`src/design/assert_macros.svh`:
```
// assertion macros shared by the tracker modules
`ifndef ASSERT_MACROS_SVH
`define ASSERT_MACROS_SVH

// property that must hold at every clock edge out of reset
`define LPVT_ASSERT(lbl, prop, msg) \
    lbl: assert property (@(posedge clk) disable iff (!rst_n) prop) else $error(msg);

// condition in the cycle after a trigger
`define LPVT_ASSERT_NEXT(lbl, ante, cons, msg) \
    lbl: assert property (@(posedge clk) disable iff (!rst_n) (ante) |=> (cons)) \
        else $error(msg);

`endif

```
`src/design/lpvt_pkg.sv`:
```
// shared types and constants of the lead point velocity tracker
package lpvt_pkg;

    localparam int MAX_AVG_DEF = 16;
    localparam int QUEUE_DEPTH = 4;
    localparam int LVL_W       = $clog2(QUEUE_DEPTH + 1);
    localparam int DIV_NUM_W   = 41;
    localparam int DIV_DEN_W   = 32;

    localparam logic [19:0] US_PER_S = 20'd1000000;

    // result status codes
    localparam logic [1:0] STAT_OK     = 2'd0;
    localparam logic [1:0] STAT_REJECT = 2'd1;
    localparam logic [1:0] STAT_NONE   = 2'd2;

    // register indexes
    localparam logic [2:0] REG_Z_LOW       = 3'd0;
    localparam logic [2:0] REG_Z_HIGH      = 3'd1;
    localparam logic [2:0] REG_FRONT_LEN   = 3'd2;
    localparam logic [2:0] REG_FRONT_HALFW = 3'd3;
    localparam logic [2:0] REG_REL_LIMIT   = 3'd4;
    localparam logic [2:0] REG_ABS_CAP     = 3'd5;
    localparam logic [2:0] REG_AVG_COUNT   = 3'd6;

    typedef struct packed {
        logic signed [19:0] z_low;
        logic signed [19:0] z_high;
        logic [18:0]        front_length;
        logic [18:0]        front_half_width;
        logic [16:0]        rel_speed_limit;
        logic signed [17:0] abs_speed_cap;
        logic [4:0]         avg_count;
    } cfg_t;

    // one finished frame handed from front to back
    typedef struct packed {
        logic               found;
        logic signed [19:0] x;
        logic signed [19:0] y;
        logic signed [19:0] z;
        logic [31:0]        ft;
        logic signed [17:0] ego;
    } frame_t;

    typedef struct packed {
        logic                 start;
        logic [DIV_NUM_W-1:0] num;
        logic [DIV_DEN_W-1:0] den;
    } div_req_t;

    typedef struct packed {
        logic                 busy;
        logic                 done;
        logic [DIV_NUM_W-1:0] quo;
    } div_rsp_t;

    typedef enum logic [3:0] {
        BK_IDLE,
        BK_PREP,
        BK_MUL,
        BK_CMP,
        BK_DIV_REL,
        BK_HIST,
        BK_AVG,
        BK_DIV_AVG,
        BK_OUT
    } back_state_t;

endpackage

```
`src/design/lpvt_queue.sv`:
```
// frame queue between the point front and the speed back
`include "assert_macros.svh"
module lpvt_queue (
    input  logic                       clk,
    input  logic                       rst_n,
    input  logic                       push,
    input  lpvt_pkg::frame_t           push_word,
    input  logic                       pop,
    output lpvt_pkg::frame_t           pop_word,
    output logic                       empty,
    output logic [lpvt_pkg::LVL_W-1:0] level
);

    localparam int DEPTH = lpvt_pkg::QUEUE_DEPTH;
    localparam int PW    = (DEPTH > 1) ? $clog2(DEPTH) : 1;

    lpvt_pkg::frame_t            mem_reg [DEPTH];
    logic [PW-1:0]               wr_ptr_reg, rd_ptr_reg;
    logic [lpvt_pkg::LVL_W-1:0]  count_reg;

    // storage
    always_ff @(posedge clk)
    begin
        if (push)
        begin
            mem_reg[wr_ptr_reg] <= push_word;
        end
    end

    // pointers and fill level
    always_ff @(posedge clk or negedge rst_n)
    begin
        if (!rst_n)
        begin
            wr_ptr_reg <= '0;
            rd_ptr_reg <= '0;
            count_reg  <= '0;
        end
        else
        begin
            if (push)
            begin
                wr_ptr_reg <= (wr_ptr_reg == PW'(DEPTH - 1)) ? '0 : wr_ptr_reg + 1'b1;
            end
            if (pop)
            begin
                rd_ptr_reg <= (rd_ptr_reg == PW'(DEPTH - 1)) ? '0 : rd_ptr_reg + 1'b1;
            end
            count_reg <= count_reg + lpvt_pkg::LVL_W'(push) - lpvt_pkg::LVL_W'(pop);
        end
    end

    assign pop_word = mem_reg[rd_ptr_reg];
    assign empty    = (count_reg == '0);
    assign level    = count_reg;

    `LPVT_ASSERT(a_no_overflow, push |-> (count_reg < lpvt_pkg::LVL_W'(DEPTH)), "queue overflow")
    `LPVT_ASSERT(a_no_underflow, pop |-> (count_reg != '0), "queue underflow")

endmodule

```
`config.mk`:
```
export PLATFORM = sky130hd
export DESIGN_NAME = lpvt_queue
export DESIGN_NICKNAME = d
export VERILOG_FILES = /design/src/design/lpvt_pkg.sv /design/src/design/lpvt_queue.sv
export VERILOG_INCLUDE_DIRS = /design/src /design/src/design
export SDC_FILE = /design/constraint.sdc
export NUM_CORES = 1
export LEC_CHECK = 0
export CAP_MARGIN = 40
export CORE_MARGIN = 2
export CORE_UTILIZATION = 47
export DETAILED_ROUTE_END_ITERATION = 7
export DONT_BUFFER_PORTS = 1
export GPL_TIMING_DRIVEN = 1
export SYNTH_ARGS = -nofsm -noshare
export SYNTH_HDL_FRONTEND = slang
export SYNTH_SLANG_ARGS = --single-unit
```
`constraint.sdc`:
```
create_clock -name clk -period 3.41 [get_ports clk]
set_clock_uncertainty 0.1 [all_clocks]
set_input_delay 1.023 -clock clk [delete_from_list [all_inputs] [get_ports clk]]
set_output_delay 1.023 -clock clk [all_outputs]
set_load 0.01 [all_outputs]
```
==> impl_metrics.env, run 1 <==
export IMPL_place_area_um2=17100
export IMPL_ant_nets=0
export IMPL_io_pins=230
export IMPL_vias=6375
export IMPL_period_share=0.941
export IMPL_cts_buffers=44
export IMPL_crit_type="reg -> out"
export IMPL_finalSetupViolCount=0
export IMPL_drc=0
export IMPL_portBuffers=0
export IMPL_wire_per_inst_um=25.6
export IMPL_synth_ff_type="edfxtp_1"
export IMPL_synth_cell_type_count=19
export IMPL_crit_arrival_ns=2.09
export IMPL_cts_setup_buffers=0
export IMPL_design_area_um2=18500
export IMPL_cts_clk_slew_worst_paths_ns=0.06
export IMPL_worst_slew_pin_slew_ns=0.696
export IMPL_grtUsageTotal=0.162
export IMPL_hold_buffers=0
export IMPL_core_area_um2=34500
export IMPL_diodes=0
export IMPL_avgSynthCellArea_um2=26.7
export IMPL_critPathMaxFanout=37
export IMPL_dp_hpwl_um=17700
export IMPL_finalSetupTns_ns=0
export IMPL_period_minus_slack_ns=3.21
export IMPL_cellLeakagePower_nw=5.79
export IMPL_rsz0062_at_grt="false"
export IMPL_initial_core_util=0.476
export IMPL_yosysWarnings=0
export IMPL_setup_ws_ns=0.201
export IMPL_cts_num_sinks=451
export IMPL_end_kind="output pin"
export IMPL_layout_drive_gt1_share=0.285
export IMPL_relSlewSlack=0.536
export IMPL_crit_path_start_kind="register"
export IMPL_ir_drop_mv=0.469
export IMPL_largest_reg_flops=444
export IMPL_cts_resized=0
export IMPL_grt_start_max_net_pins=63
export IMPL_syn_cell_area_um2=16400
export IMPL_drt_iter0_drc=358
export IMPL_cp_data_required_time_ns=2.29
export IMPL_first_pass_iters=4
export IMPL_syn_to_final_growth_pct=12.2
export IMPL_clock_path_buffers=3
export IMPL_antenna_found_initial=0
export IMPL_cts_tree="done"
export IMPL_synth_cells=615
export IMPL_grt_pass1_wl_um=43600
export IMPL_finalHoldViolations=0
export IMPL_ys_seq_elements=451
export IMPL_status="complete, no violations"
export IMPL_die_h_um=191
export IMPL_gp_congestion=0.751
export IMPL_cts_root_buf="clkbuf_16"
export IMPL_hold_class="in -> async"
export IMPL_powerDensity_nw_per_um2=856
export IMPL_dieArea_um2=36500
export IMPL_synthArstFlopShare=0.0155
export IMPL_die_w_um=191
export IMPL_synth_edf_count=444
export IMPL_place_ws_ns=0.723
export IMPL_max_freq_mhz=312
export IMPL_viasPerCell=5.58
export IMPL_final_max_slew_violation_count=0
export IMPL_grt_ovfl_total=0
export IMPL_drv_cap=0
export IMPL_cts_htree_levels=2
export IMPL_row_count=68
export IMPL_first_global_vias=7019
export IMPL_final_nets=778
export IMPL_clock_latency_ns=0.53
export IMPL_seq_area_frac_synth=0.821
export IMPL_syn_nets=738
export IMPL_wl_um=29300
==> final cells by class <==
cell class / count / area [um2]
clock buffer: 57 / 1170
clock inverter: 21 / 200
fill: 2621 / 16100
inverter: 6 / 22.5
multi-input combinational: 133 / 2710
sequential: 451 / 13500
tap: 455 / 569
timing repair buffer: 19 / 268
==> Yosys cell counts (2+ instances only) <==
| master | count | share of area |
|---|---|---|
| ha_1 | 7 | 0.0053 |
| mux2_2 | 2 | 0.0014 |
| and2_1 | 4 | 0.0015 |
| buf_2 | 9 | 0.0027 |
| dfrtp_1 | 7 | 0.011 |
| buf_8 | 7 | 0.0064 |
| buf_6 | 2 | 0.0014 |
| o21ai_0 | 2 | 0.00061 |
| inv_1 | 6 | 0.0014 |
| xnor2_1 | 2 | 0.0011 |
| mux4_2 | 111 | 0.15 |
| edfxtp_1 | 444 | 0.81 |
| buf_1 | 3 | 0.00068 |
| buf_4 | 4 | 0.0018 |
==> cells in the final DEF, fill, tap and decap left out, drive strengths merged <==
| cell type | n |
|---|---|
| clkinv | 16 |
| clkinvlp | 1 |
| dfrtp | 7 |
| fa | 1 |
| xnor2 | 2 |
| inv | 6 |
| nor3 | 1 |
| nor2 | 1 |
| mux2 | 2 |
| ha | 7 |
| edfxtp | 444 |
| o21ai | 2 |
| clkbuf | 57 |
| mux4 | 111 |
| bufinv | 4 |
| and2 | 4 |
| buf | 19 |
| nand2 | 1 |
| or3b | 1 |
==> power breakdown <==
group | internal [mW] | leakage [nW] | switching (mW)
sequential | 7.10 | 4.16 | 0.323
clock | 2.72 | 0.667 | 1.88
combinational | 1.62 | 0.961 | 2.16
==> layer usage <==
layer / part of all wire / wire [um] / GRT usage
met4: 0.016 / 471 / 0.0340
met2: 0.50 / 14800 / 0.271
met3: 0.12 / 3380 / 0.0799
met1: 0.36 / 10600 / 0.188
met5: 0 / 0 / 0
==> kinds of logic (layout without fill, tap and decap cells) <==
group	Yosys count	after routing	share of synthesized area
XOR/XNOR	2	2	0.00107
flip-flops	451	451	0.821
AO/OA/AOI/OAI	2	2	0.000609
AND/OR/NAND/NOR	8	8	0.00281
adder cells (fa/ha/maj)	8	8	0.00654
multiplexers	113	113	0.153
buffers and inverters	31	103	0.0144
==> worst paths after layout <==
path,start,end,slack (ns),depth (start not counted)
setup / recovery,rd_ptr_reg[1]$_DFFE_PN0P_,pop_word[4],0.20,2
hold / removal,rst_n,rd_ptr_reg[1]$_DFFE_PN0P_,0.08,0
setup reg to reg,wr_ptr_reg[0]$_DFFE_PN0P_,mem_reg[2][110]$_DFFE_PP_,1.34,4
hold reg to reg,wr_ptr_reg[0]$_DFFE_PN0P_,wr_ptr_reg[0]$_DFFE_PN0P_,0.53,2
max in group asynchronous,rst_n,rd_ptr_reg[0]$_DFFE_PN0P_,3.05,0
min in group clk,push_word[102],mem_reg[3][102]$_DFFE_PP_,0.49,0
==> critical path, cell delays in order (launching register included) <==
cell and delay [ns]:
dfrtp_4 0.79, buf_12 0.32, mux4_2 0.41
==> stage by stage <==
step	power [mW]	hold WS (ns)	util	cells
finish	15.8	0.0821	0.534	1142
global route	16.5	0.0536	0.534	1142
CTS	16.1	0.0544	0.534	1142
detailed placement	11.5	0.532	0.495	1064
global placement	11.3	0.492	0.495	1064
floorplan	10.5	0.476	-	615
Power figures use the tool's default switching activity.
==> run 2, diff against run 1 <==
--- a/config.mk
+++ b/config.mk
@@ -12,6 +12,7 @@
 export DETAILED_ROUTE_END_ITERATION = 7
 export DONT_BUFFER_PORTS = 1
 export GPL_TIMING_DRIVEN = 1
+export PLACE_DENSITY = 0.71
 export SYNTH_ARGS = -nofsm -noshare
 export SYNTH_HDL_FRONTEND = slang
 export SYNTH_SLANG_ARGS = --single-unit
==> run 2 against run 1 <==
Power grew 0.92%. Sequential share of layout area shrank 0.33 points. Via count grew 1.3%. Routed wire length shrank 0.51%. Highest routed layer unchanged. Largest cell class unchanged. Combinational power grew 2%. Fmax shrank 0.53%. Global-route usage grew 0.093 points. Final cell count grew 0.44%. Largest power group unchanged. Utilization grew 0.24 points.
==> impl_metrics.env, run 2 (synthesis results as in run 1) <==
export IMPL_status="complete, no violations"
export IMPL_cts_htree_levels=2
export IMPL_seq_power_share=0.466
export IMPL_final_max_slew_violation_count=0
export IMPL_crit_arrival_ns=2.10
export IMPL_whs_ns=0.0635
export IMPL_crit_chain="buf_12 -> mux4_2"
export IMPL_cts_buffers=45
export IMPL_sw_frac_of_total=0.277
export IMPL_layout_drive_gt1_share=0.296
export IMPL_initial_core_util=0.476
export IMPL_finalCoreUtilization=0.537
export IMPL_r2r_slack_ns=1.38
export IMPL_grt_start_max_net_pins=68
export IMPL_crit_family="flip-flops"
export IMPL_hold_class="in -> async"
export IMPL_grt_pass1_wl_um=43600
export IMPL_finalSetupTns_ns=0
export IMPL_setup_ws_ns=0.184
export IMPL_final_common_cell="edfxtp_1"
export IMPL_crit_type="reg -> out"
export IMPL_die_h_um=191
export IMPL_wl_um=29100
export IMPL_largest_reg_flops=444
export IMPL_finalNonFillerCells=1147
export IMPL_ant_nets=0
export IMPL_dieArea_um2=36500
export IMPL_diodes=0
export IMPL_finalSetupViolCount=0
export IMPL_row_count=68
export IMPL_first_pass_iters=4
export IMPL_first_global_vias=7279
export IMPL_place_ws_ns=0.606
export IMPL_gp_congestion=0.759
export IMPL_internal_power_mw=11.5
export IMPL_die_w_um=191
export IMPL_wire_per_inst_um=25.4
export IMPL_final_nets=781
export IMPL_timing_rr_end="mem_reg[0][75]$_DFFE_PP_"
export IMPL_grtUsageTotal=0.163
export IMPL_drc=0
export IMPL_finalHoldViolations=0
export IMPL_worst_slew_pin_slew_ns=0.665
export IMPL_ir_drop_mv=0.524
export IMPL_layout_common_cells="edfxtp_1 (444), mux4_2 (111), clkbuf_16 (47)"
export IMPL_p_sw_mw=4.41
export IMPL_r2r_start="wr_ptr_reg[0]$_DFFE_PN0P_"
export IMPL_cts_tree="done"
export IMPL_pwr_share_comb=0.242
export IMPL_slowest_stage="dfrtp_4"
export IMPL_grt_ovfl_total=0
export IMPL_relSlewSlack=0.557
export IMPL_io_pins=230
export IMPL_pwr_share_clk=0.291
export IMPL_dp_hpwl_um=17700
export IMPL_max_freq_mhz=310
export IMPL_syn_to_final_growth_pct=12.7
export IMPL_end_kind="output pin"
export IMPL_powerDensity_nw_per_um2=860
export IMPL_cp_num_buf_inv=1
export IMPL_core_area_um2=34500
export IMPL_vias=6459
export IMPL_clock_latency_ns=0.54
export IMPL_cellLeakagePower_nw=5.83
export IMPL_period_share=0.946
export IMPL_antenna_found_initial=0
export IMPL_viasPerCell=5.63
export IMPL_period_minus_slack_ns=3.23
export IMPL_critPathMaxFanout=49
export IMPL_drv_cap=0
export IMPL_crit_path_start_kind="register"
export IMPL_dp_cells=1058
export IMPL_cts_num_sinks=451
export IMPL_cts_clk_slew_worst_paths_ns=0.06
export IMPL_portBuffers=0
export IMPL_cts_resized=0
export IMPL_rsz0062_at_grt="false"
export IMPL_cts_root_buf="clkbuf_16"
export IMPL_reg2reg_depth=4
export IMPL_drt_iter0_drc=423
export IMPL_clock_path_buffers=3
export IMPL_cp_data_required_time_ns=2.29
export IMPL_slowest_delay_ns=0.73
[run 2: per-stage QoR]
stage	cell area [um2]	power, mW
detailed placement	17100	11.5
global placement	17100	11.3
global route	18500	16.7
CTS	18500	16.1
finish	18500	15.9
floorplan	16500	10.5
[run 2: worst max-delay path by stage]
stage                               from                 endpoint  slack [ns]  cells after the start
2_1_floorplan                       push  mem_reg[2][0]$_DFFE_PP_        0.46                      1
3_3_place_gp   rd_ptr_reg[0]$_DFFE_PN0P_             pop_word[93]        0.63                      2
3_5_place_dp   rd_ptr_reg[0]$_DFFE_PN0P_             pop_word[93]        0.61                      2
4_1_cts        rd_ptr_reg[0]$_DFFE_PN0P_             pop_word[93]       0.004                      2
5_1_grt        rd_ptr_reg[0]$_DFFE_PN0P_             pop_word[94]         0.1                      2
6_report       rd_ptr_reg[1]$_DFFE_PN0P_             pop_word[29]        0.18                      2
[run 2: what timing repair did]
item                                    4_1_cts  5_1_grt
buffers inserted                              0        8
hold buffers                                  0        0
endpoints found under the setup margin        0       67
[run 2: worst reg2reg max path, cell delays in order (launching register included)]
cell and delay [ns]:
dfrtp_1 0.42, inv_1 0.12, ha_1 0.16, and2_4 0.54
buf_12 0.31
[run 2: area by class of cell]
cell class | instances | area (um2)
Clock inverter | 19 | 153
Inverter | 6 | 22.5
Multi-Input combinational cell | 133 | 2710
Sequential cell | 451 | 13500
Timing Repair Buffer | 21 | 308
Fill cell | 2572 | 16000
Clock buffer | 62 | 1260
Tap cell | 455 | 569
[run 2: power groups by stage]
stage	clock network (mW)	registers [mW]	logic (mW)
after global placement	0	7.52	3.78
after floorplan	0	7.39	3.15
after CTS	4.76	7.48	3.88
after detailed placement	0	7.59	3.86
final	4.65	7.44	3.86
after global routing	4.97	7.51	4.17
[run 2: layer usage]
layer	GRT usage	vias to the layer above	part of all wire
met4	0.0565	0	0.021
met2	0.266	261	0.49
met1	0.189	3417	0.36
met3	0.0766	44	0.12
li1	-	2737	-
met5	0	-	0
==> run 3, diff against run 2 <==
--- a/config.mk
+++ b/config.mk
@@ -9,10 +9,11 @@
 export CAP_MARGIN = 40
 export CORE_MARGIN = 2
 export CORE_UTILIZATION = 47
+export CTS_CLUSTER_SIZE = 40
 export DETAILED_ROUTE_END_ITERATION = 7
 export DONT_BUFFER_PORTS = 1
 export GPL_TIMING_DRIVEN = 1
-export PLACE_DENSITY = 0.71
+export PLACE_DENSITY = 0.69
 export SYNTH_ARGS = -nofsm -noshare
 export SYNTH_HDL_FRONTEND = slang
 export SYNTH_SLANG_ARGS = --single-unit
==> constraint.sdc (replaced) <==
create_clock -name clk -period 3.6 [get_ports clk]
set_clock_uncertainty 0.1 [all_clocks]
set_input_delay 1.08 -clock clk [delete_from_list [all_inputs] [get_ports clk]]
set_output_delay 1.08 -clock clk [all_outputs]
set_load 0.01 [all_outputs]
==> run 3 against run 2 <==
Critical path depth is the same. Final cell count grew 0.35%. Utilization grew 0.25 points. Routed wire length grew 3.1%. Power shrank 3.5%. Worst hold slack gained 0.034 ns. Non-clock buffer count grew 3.
==> impl_metrics.env, run 3 (synthesis results as in run 1) <==
export IMPL_max_freq_mhz=305
export IMPL_die_h_um=191
export IMPL_crit_type="reg -> out"
export IMPL_antenna_found_initial=0
export IMPL_status="complete, no violations"
export IMPL_cts_htree_levels=2
export IMPL_clock_latency_ns=0.57
export IMPL_drt_iter0_drc=399
export IMPL_wl_um=30000
export IMPL_first_pass_iters=5
export IMPL_finalHoldViolations=0
export IMPL_end_kind="output pin"
export IMPL_cts_buffers=46
export IMPL_drv_cap=0
export IMPL_layout_common_cells="edfxtp_1 (444), mux4_2 (111), clkbuf_16 (46)"
export IMPL_use_met2=0.274
export IMPL_finalSetupViolCount=0
export IMPL_crit_path_start_kind="register"
export IMPL_grt_start_max_net_pins=67
export IMPL_gp_congestion=0.744
export IMPL_io_pins=230
export IMPL_syn_to_final_growth_pct=13.3
export IMPL_portBuffers=0
export IMPL_period_minus_slack_ns=3.28
export IMPL_slowest_stage="buf_4"
export IMPL_final_max_slew_violation_count=0
export IMPL_vias=6520
export IMPL_critPathMaxFanout=50
export IMPL_initial_core_util=0.476
export IMPL_cellLeakagePower_nw=5.86
export IMPL_cts_resized=0
export IMPL_grtUsageTotal=0.168
export IMPL_largest_reg_flops=444
export IMPL_wire_per_inst_um=26.1
export IMPL_grt_pass1_wl_um=45000
export IMPL_use_met3=0.0879
export IMPL_relSlewSlack=0.498
export IMPL_cp_data_required_time_ns=2.42
export IMPL_powerDensity_nw_per_um2=826
export IMPL_clock_path_buffers=3
export IMPL_ir_drop_mv=0.516
export IMPL_dieArea_um2=36500
export IMPL_slowest_delay_ns=0.59
export IMPL_die_w_um=191
export IMPL_row_count=68
export IMPL_diodes=0
export IMPL_crit_chain="buf_4 -> mux4_2"
export IMPL_grt_ovfl_total=0
export IMPL_viasPerCell=5.66
export IMPL_finalSetupTns_ns=0
export IMPL_met1_usage=0.196
export IMPL_final_nets=785
export IMPL_cts_setup_buffers=0
export IMPL_layout_drive_gt1_share=0.307
export IMPL_crit_family="buffers and inverters"
export IMPL_period_share=0.910
export IMPL_cts_tree="done"
export IMPL_cp_num_buf_inv=1
export IMPL_cts_root_buf="clkbuf_16"
export IMPL_rsz0062_at_grt="false"
export IMPL_cts_num_sinks=451
export IMPL_busiest_layer="met2"
export IMPL_drc=0
export IMPL_ant_nets=0
export IMPL_worst_slew_pin_slew_ns=0.753
export IMPL_hold_buffers=0
export IMPL_crit_arrival_ns=2.10
export IMPL_finalCoreUtilization=0.539
export IMPL_cts_clk_slew_worst_paths_ns=0.06
export IMPL_r2r_slack_ns=1.58
export IMPL_final_common_cell="edfxtp_1"
export IMPL_dp_hpwl_um=17700
export IMPL_core_area_um2=34500
export IMPL_hold_class="in -> async"
export IMPL_first_global_vias=7301
-- run 3: changes by cell type in the layout (fill, tap and decap cells not counted), sizes merged --
cell,change
clkbuf,-10
buf,+3
bufinv,+3
clkinv,+3
clkinvlp,+3
inv,+2
-- run 3: cell type report --
cell class                      count  area [um2]
Fill cell                        2556       15900
Timing Repair Buffer               24         318
Sequential cell                   451       13500
Inverter                            6        22.5
Clock buffer                       52        1170
Multi-Input combinational cell    133        2710
Clock inverter                     30         319
Tap cell                          455         569
-- run 3: final timing paths --
check	from	to	cells past startpoint
max	rd_ptr_reg[1]$_DFFE_PN0P_	pop_word[83]	2
min	rst_n	wr_ptr_reg[1]$_DFFE_PN0P_	0
max reg2reg	wr_ptr_reg[0]$_DFFE_PN0P_	mem_reg[2][39]$_DFFE_PP_	4
min reg2reg	wr_ptr_reg[0]$_DFFE_PN0P_	wr_ptr_reg[0]$_DFFE_PN0P_	2
max in group asynchronous	rst_n	rd_ptr_reg[1]$_DFFE_PN0P_	0
min in group clk	push_word[30]	mem_reg[3][30]$_DFFE_PP_	0
-- run 3: power breakdown --
part           internal, mW  total (mW)  switching (mW)
clock                  2.72        4.65            1.92
combinational          1.61        3.76            2.15
sequential             6.73        6.98           0.242
total                  11.1        15.4            4.32
-- run 3: stage by stage --
stage	setup slack [ns]	power [mW]	hold slack [ns]	cell area [um2]	cells
2_1_floorplan	0.596	9.98	0.476	16500	615
3_3_place_gp	0.728	10.7	0.495	17100	1059
3_5_place_dp	0.707	10.9	0.529	17100	1059
4_1_cts	0.0660	15.6	0.0545	18500	1141
5_1_grt	0.209	16.1	0.0560	18600	1151
6_report	0.324	15.4	0.0970	18600	1151
-- run 3: layer usage --
layer  share of wire  wire length [um]
met5               0                 0
met1            0.37             11000
met4           0.019               571
met2            0.49             14700
met3            0.12              3710
